--- src/design/acia_pkg.sv ---
package acia_pkg;

    // Command codes of an input beat
    localparam logic [1:0] CMD_TICK  = 2'd0;
    localparam logic [1:0] CMD_READ  = 2'd1;
    localparam logic [1:0] CMD_WRITE = 2'd2;

    // Register select
    localparam logic [1:0] ADDR_DATA    = 2'd0;
    localparam logic [1:0] ADDR_STATUS  = 2'd1;
    localparam logic [1:0] ADDR_COMMAND = 2'd2;
    localparam logic [1:0] ADDR_CONTROL = 2'd3;

    // Status bits
    localparam logic [7:0] ST_IRQ     = 8'h80;
    localparam logic [7:0] ST_TXEMPTY = 8'h10;
    localparam logic [7:0] ST_RXFULL  = 8'h08;
    localparam logic [7:0] ST_OVERRUN = 8'h04;
    localparam logic [7:0] ST_LOWBITS = 8'h0F;

    // Command register bits
    localparam logic [7:0] CR_TXMASK = 8'h0C;
    localparam logic [7:0] CR_TXIRQ  = 8'h04;
    localparam logic [7:0] CR_ECHO   = 8'h10;
    localparam logic [7:0] CR_RESET  = 8'h1F;

    typedef struct packed {
        logic [1:0] command;
        logic [1:0] reg_addr;
        logic [7:0] write_data;
        logic       rx_ready;
        logic       tx_ready;
        logic [7:0] rx_byte;
    } in_item_t;

    typedef struct packed {
        logic [7:0] read_data;
        logic       tx_valid;
        logic [7:0] tx_data;
        logic       irq;
    } out_item_t;

endpackage

--- src/design/acia_regfile.sv ---
module acia_regfile (
    input  logic               clk,
    input  logic               rst_n,
    input  logic               en,
    input  acia_pkg::in_item_t item,
    output acia_pkg::out_item_t result
);
    import acia_pkg::*;

    logic [7:0] rx_data_reg, rx_data_next;
    logic [7:0] status_reg, status_next;
    logic [7:0] command_reg, command_next;
    logic [7:0] control_reg, control_next;
    logic       irq_reg, irq_next;

    // Next state and result of one beat
    always_comb
    begin
        logic recompute;
        logic active;
        recompute    = 1'b0;
        active       = 1'b0;
        rx_data_next = rx_data_reg;
        status_next  = status_reg;
        command_next = command_reg;
        control_next = control_reg;
        irq_next     = irq_reg;
        result       = '0;

        case (item.command)
            CMD_TICK:
            begin
                if (item.rx_ready)
                begin
                    if ((status_reg & ST_RXFULL) != 8'h00)
                        status_next = status_next | ST_OVERRUN;
                    rx_data_next = item.rx_byte;
                    status_next  = status_next | ST_RXFULL;
                    if ((command_reg & CR_ECHO) != 8'h00)
                    begin
                        result.tx_valid = 1'b1;
                        result.tx_data  = item.rx_byte;
                    end
                end
                if (item.tx_ready)
                    status_next = status_next | ST_TXEMPTY;
                recompute = item.rx_ready | item.tx_ready;
            end
            CMD_READ:
            begin
                case (item.reg_addr)
                    ADDR_DATA:
                    begin
                        status_next      = status_reg & ~ST_LOWBITS;
                        recompute        = 1'b1;
                        result.read_data = rx_data_reg;
                    end
                    ADDR_STATUS:  result.read_data = status_reg;
                    ADDR_COMMAND: result.read_data = command_reg;
                    default:      result.read_data = control_reg;
                endcase
            end
            CMD_WRITE:
            begin
                case (item.reg_addr)
                    ADDR_DATA:
                    begin
                        result.tx_valid = 1'b1;
                        result.tx_data  = item.write_data;
                    end
                    ADDR_STATUS:
                    begin
                        // soft reset
                        command_next = command_reg | CR_RESET;
                        status_next  = status_reg | ST_OVERRUN;
                    end
                    ADDR_COMMAND: command_next = item.write_data;
                    default:      control_next = item.write_data;
                endcase
                recompute = 1'b1;
            end
            default:
            begin
                // unused code: no change
            end
        endcase

        // Interrupt recompute on the updated registers
        if (recompute)
        begin
            active = ((status_next & ST_RXFULL) != 8'h00) ||
                     (((status_next & ST_TXEMPTY) != 8'h00) &&
                      ((command_next & CR_TXMASK) == CR_TXIRQ));
            if (active)
                status_next = status_next | ST_IRQ;
            else
                status_next = status_next & ~ST_IRQ;
            irq_next = active && ((command_next & CR_ECHO) != 8'h00);
        end

        result.irq = irq_next;
    end

    // State registers
    always_ff @(posedge clk or negedge rst_n)
    begin
        if (!rst_n)
        begin
            rx_data_reg <= '0;
            status_reg  <= '0;
            command_reg <= '0;
            control_reg <= '0;
            irq_reg     <= 1'b0;
        end
        else if (en)
        begin
            rx_data_reg <= rx_data_next;
            status_reg  <= status_next;
            command_reg <= command_next;
            control_reg <= control_next;
            irq_reg     <= irq_next;
        end
    end

endmodule

--- config.mk ---
export PLATFORM = sky130hd
export DESIGN_NAME = acia_regfile
export DESIGN_NICKNAME = d
export VERILOG_FILES = /design/src/design/acia_pkg.sv /design/src/design/acia_regfile.sv
export SDC_FILE = /design/constraint.sdc
export NUM_CORES = 1
export LEC_CHECK = 0
export BUFFER_PORTS_ARGS = -buffer_cell sky130_fd_sc_hd__buf_2
export CORE_MARGIN = 2
export CORE_UTILIZATION = 43
export CTS_CLUSTER_DIAMETER = 200
export DETAILED_ROUTE_END_ITERATION = 12
export PLACE_DENSITY = 0.7
export SYNTH_ARGS = -nofsm -noshare
export SYNTH_HDL_FRONTEND = slang
export SYNTH_SLANG_ARGS = --single-unit
--- constraint.sdc ---
create_clock -name clk -period 2.15 [get_ports clk]
set_input_delay 0.43 -clock clk [delete_from_list [all_inputs] [get_ports clk]]
set_output_delay 0.43 -clock clk [all_outputs]
set_load 0.05 [all_outputs]
==> results.cfg <==
[outcome]
status = complete, but fails checks
violations = negative setup slack

[clock_network]
clkSinkCount = 29
postCtsHoldBufs = 0
clk_pin_slew_ns = 0.06
htreeDepth = 2
clockBufferDepth = 2
cts_tree = yes
cts_buffers = 5
root_buffer = clkbuf_8
clk_latency_ns = 0.28

[place]
pre_cts_slack_ns = -0.228
routabilityCongestion = 0.835
hpwlAfterDp_um = 3290
dpl-instance-area_um2 = 2210
port_buffers = 42

[synth]
syn_nets = 205
ys_warn_count = 0
mappedNetlistArea_um2 = 1780
ys_types = 39
syn_area_per_cell_um2 = 10.3
synth_seq_cells = 29
netlist_instances = 173
yosysSeqAreaShare_pct = 40.7

[power]
vdd_ir_drop_max_uv = 518
combPwrFrac_pct = 28.1
p_seq_share_pct = 40.5
p_per_area_nw_per_um2 = 737
switching_share_pct = 29.8
power_switching_uw = 545
clockPowerShare_pct = 31.4
p_leak_uw = 0.00115
p_int_uw = 1290

[flow_run]
max-cap-violations = 0

[layout]
layout-drive-gt1-share_pct = 51.1
num_antenna_cells = 0
design_area_um2 = 2480
fin_nets = 268
final_common_cell = buf_2
syn_to_final_growth_pct = 39.4
final_cell_mix = buf_2, dfrtp_1, buf_4

[sta]
finalClockSkew_ns = 0.00252
finalWorstSetupSlack_ns = -0.0107
worst_slew_pin_slew_ns = 0.647
max_slew_margin_pct = 56.9
hold_viol_final = 0
fmax_mhz = 463
period_minus_slack_ns = 2.16
period_share_pct = 100
rsz0062_at_grt = true
setup_viol = 1
maxSlewViolCount = 0

[global_routing]
grt_use_total_pct = 21.0
grt_overflow = 0
antenna_found_initial = 0
grt_pass1_vias = 1503
grt_start_max_net_pins = 30
grt_pass1_wl_um = 7130

[worst_setup_path]
r2r_cells = 5
cp-end-kind = primary output
worstPathMaxFanout = 3
startpoint_type = primary input
reg2reg_from = command_reg[2]$_DFFE_PN0P_
required_ns = 1.72
cp.arrival_ns = 1.73
critical_path_class = in2out
rr_endpoint = status_reg[7]$_DFFE_PN0P_
ff2ff_setup_slack_ns = 0.83

[routing]
drc = 0
wl_per_cell_um = 15.4
viasPerCell = 5.37
num_vias = 1542
drt-total-wl_um = 4420
drt_first_pass_iters = 4
drtIter0Drc = 104
ant_nets = 0

[floorplan]
die_h_um = 68.4
io_pins = 43
core_um2 = 4000
die_width_um = 68.4
start_util_pct = 44.6
dieArea_um2 = 4680
core.rowCount = 23

[worst_hold_path]
min_path_type = in2async
## what timing repair did
item / in CTS / in global routing
resized for setup: 32 / 13
buffers inserted: 1 / 0
pin swaps: 8 / 6
setup endpoints to repair: 9 / 10
## per-layer routing
layer  track usage (%)  routed length (µm)  vias up
met5                 0                   0        -
met4              4.50                  19        0
met3              5.43                 278        2
met2              35.0                2120       51
met1              27.5                2000      734
li1                  -                   -      755
## synth_stat cells
library cell | n | area (µm²)
nor2_1 | 19 | 71.3
nand3_1 | 3 | 15.0
nand2_1 | 12 | 45.0
nand3b_1 | 1 | 7.51
a22oi_1 | 4 | 30.0
mux2_2 | 14 | 158
nor4_4 | 1 | 21.3
mux2_1 | 4 | 45.0
dfrtp_1 | 29 | 726
o211ai_1 | 1 | 7.51
or2_1 | 1 | 6.26
a222oi_1 | 4 | 40.0
ha_1 | 7 | 87.6
clkbuf_1 | 2 | 7.51
o31ai_2 | 1 | 12.5
a211oi_4 | 1 | 20.0
mux2i_1 | 2 | 20.0
nand2b_4 | 1 | 13.8
a21oi_1 | 15 | 75.1
a22o_1 | 8 | 70.1
buf_6 | 3 | 33.8
buf_2 | 4 | 20.0
o22a_1 | 2 | 17.5
nand3_2 | 1 | 10.0
o21bai_1 | 1 | 7.51
a21o_1 | 4 | 30.0
and3b_1 | 1 | 8.76
buf_4 | 1 | 7.51
and2_1 | 2 | 12.5
and2b_4 | 1 | 10.0
clkbuf_2 | 3 | 15.0
nor2b_1 | 1 | 6.26
a2bb2oi_2 | 1 | 15.0
nand3_4 | 1 | 17.5
inv_1 | 5 | 18.8
o21ai_0 | 7 | 35.0
a211oi_2 | 1 | 12.5
and3_1 | 3 | 18.8
nor3b_1 | 1 | 7.51
## cell families (layout without fill, tap and decap cells)
| kind of cell | Yosys count | in the layout | share of synthesized area (%) |
|---|---|---|---|
| compound gates | 50 | 50 | 20.9 |
| fa+ha+maj | 7 | 7 | 4.91 |
| buf+inv | 18 | 82 | 5.75 |
| flops | 29 | 29 | 40.7 |
| mux | 20 | 20 | 12.5 |
| simple gates | 49 | 49 | 15.2 |
## area by class of cell
type	count	area, µm²
fillers	327	1520
multi-input cells	126	1040
flip-flops and latches	29	726
repair buffers	69	509
clock buffers	7	86.3
well taps	50	62.6
clock inverters	1	30.0
inverters	5	28.8
## power groups by stage
stage / registers [µW] / clock network [µW] / logic (µW)
6_report: 742 / 575 / 515
5_1_grt: 755 / 613 / 563
4_1_cts: 738 / 586 / 501
3_5_place_dp: 742 / 0 / 457
3_3_place_gp: 736 / 0 / 447
2_1_floorplan: 716 / 0 / 331
## worst max path at each step
stage / from / end / cells past startpoint
CTS: item[19] / result[0] / 8
global route: item[19] / result[0] / 8
finish: item[19] / result[0] / 8
detailed placement: item[18] / result[0] / 8
global placement: item[18] / result[0] / 8
floorplan: item[18] / result[0] / 8
## stage by stage
stage                      TNS, ns  power, µW  util (%)  std cells  hold WS (ns)
after floorplan                  0       1050         -        173         0.134
after global placement      -0.906       1180      55.3        278         0.465
after detailed placement     -1.03       1200      55.3        278         0.480
after CTS                 -0.00997       1830      61.1        287         0.191
after global routing       -0.0953       1930      62.1        287         0.208
final                      -0.0107       1830      62.1        287         0.176
## critical path: stages
cell and delay, ns:
buf_8 0.11, inv_6 0.05, ha_4 0.19, and3b_2 0.22, buf_6 0.12, mux2i_4 0.18, o31ai_4 0.23, buf_6 0.19
Note: power is estimated with default switching activity, not from simulation.
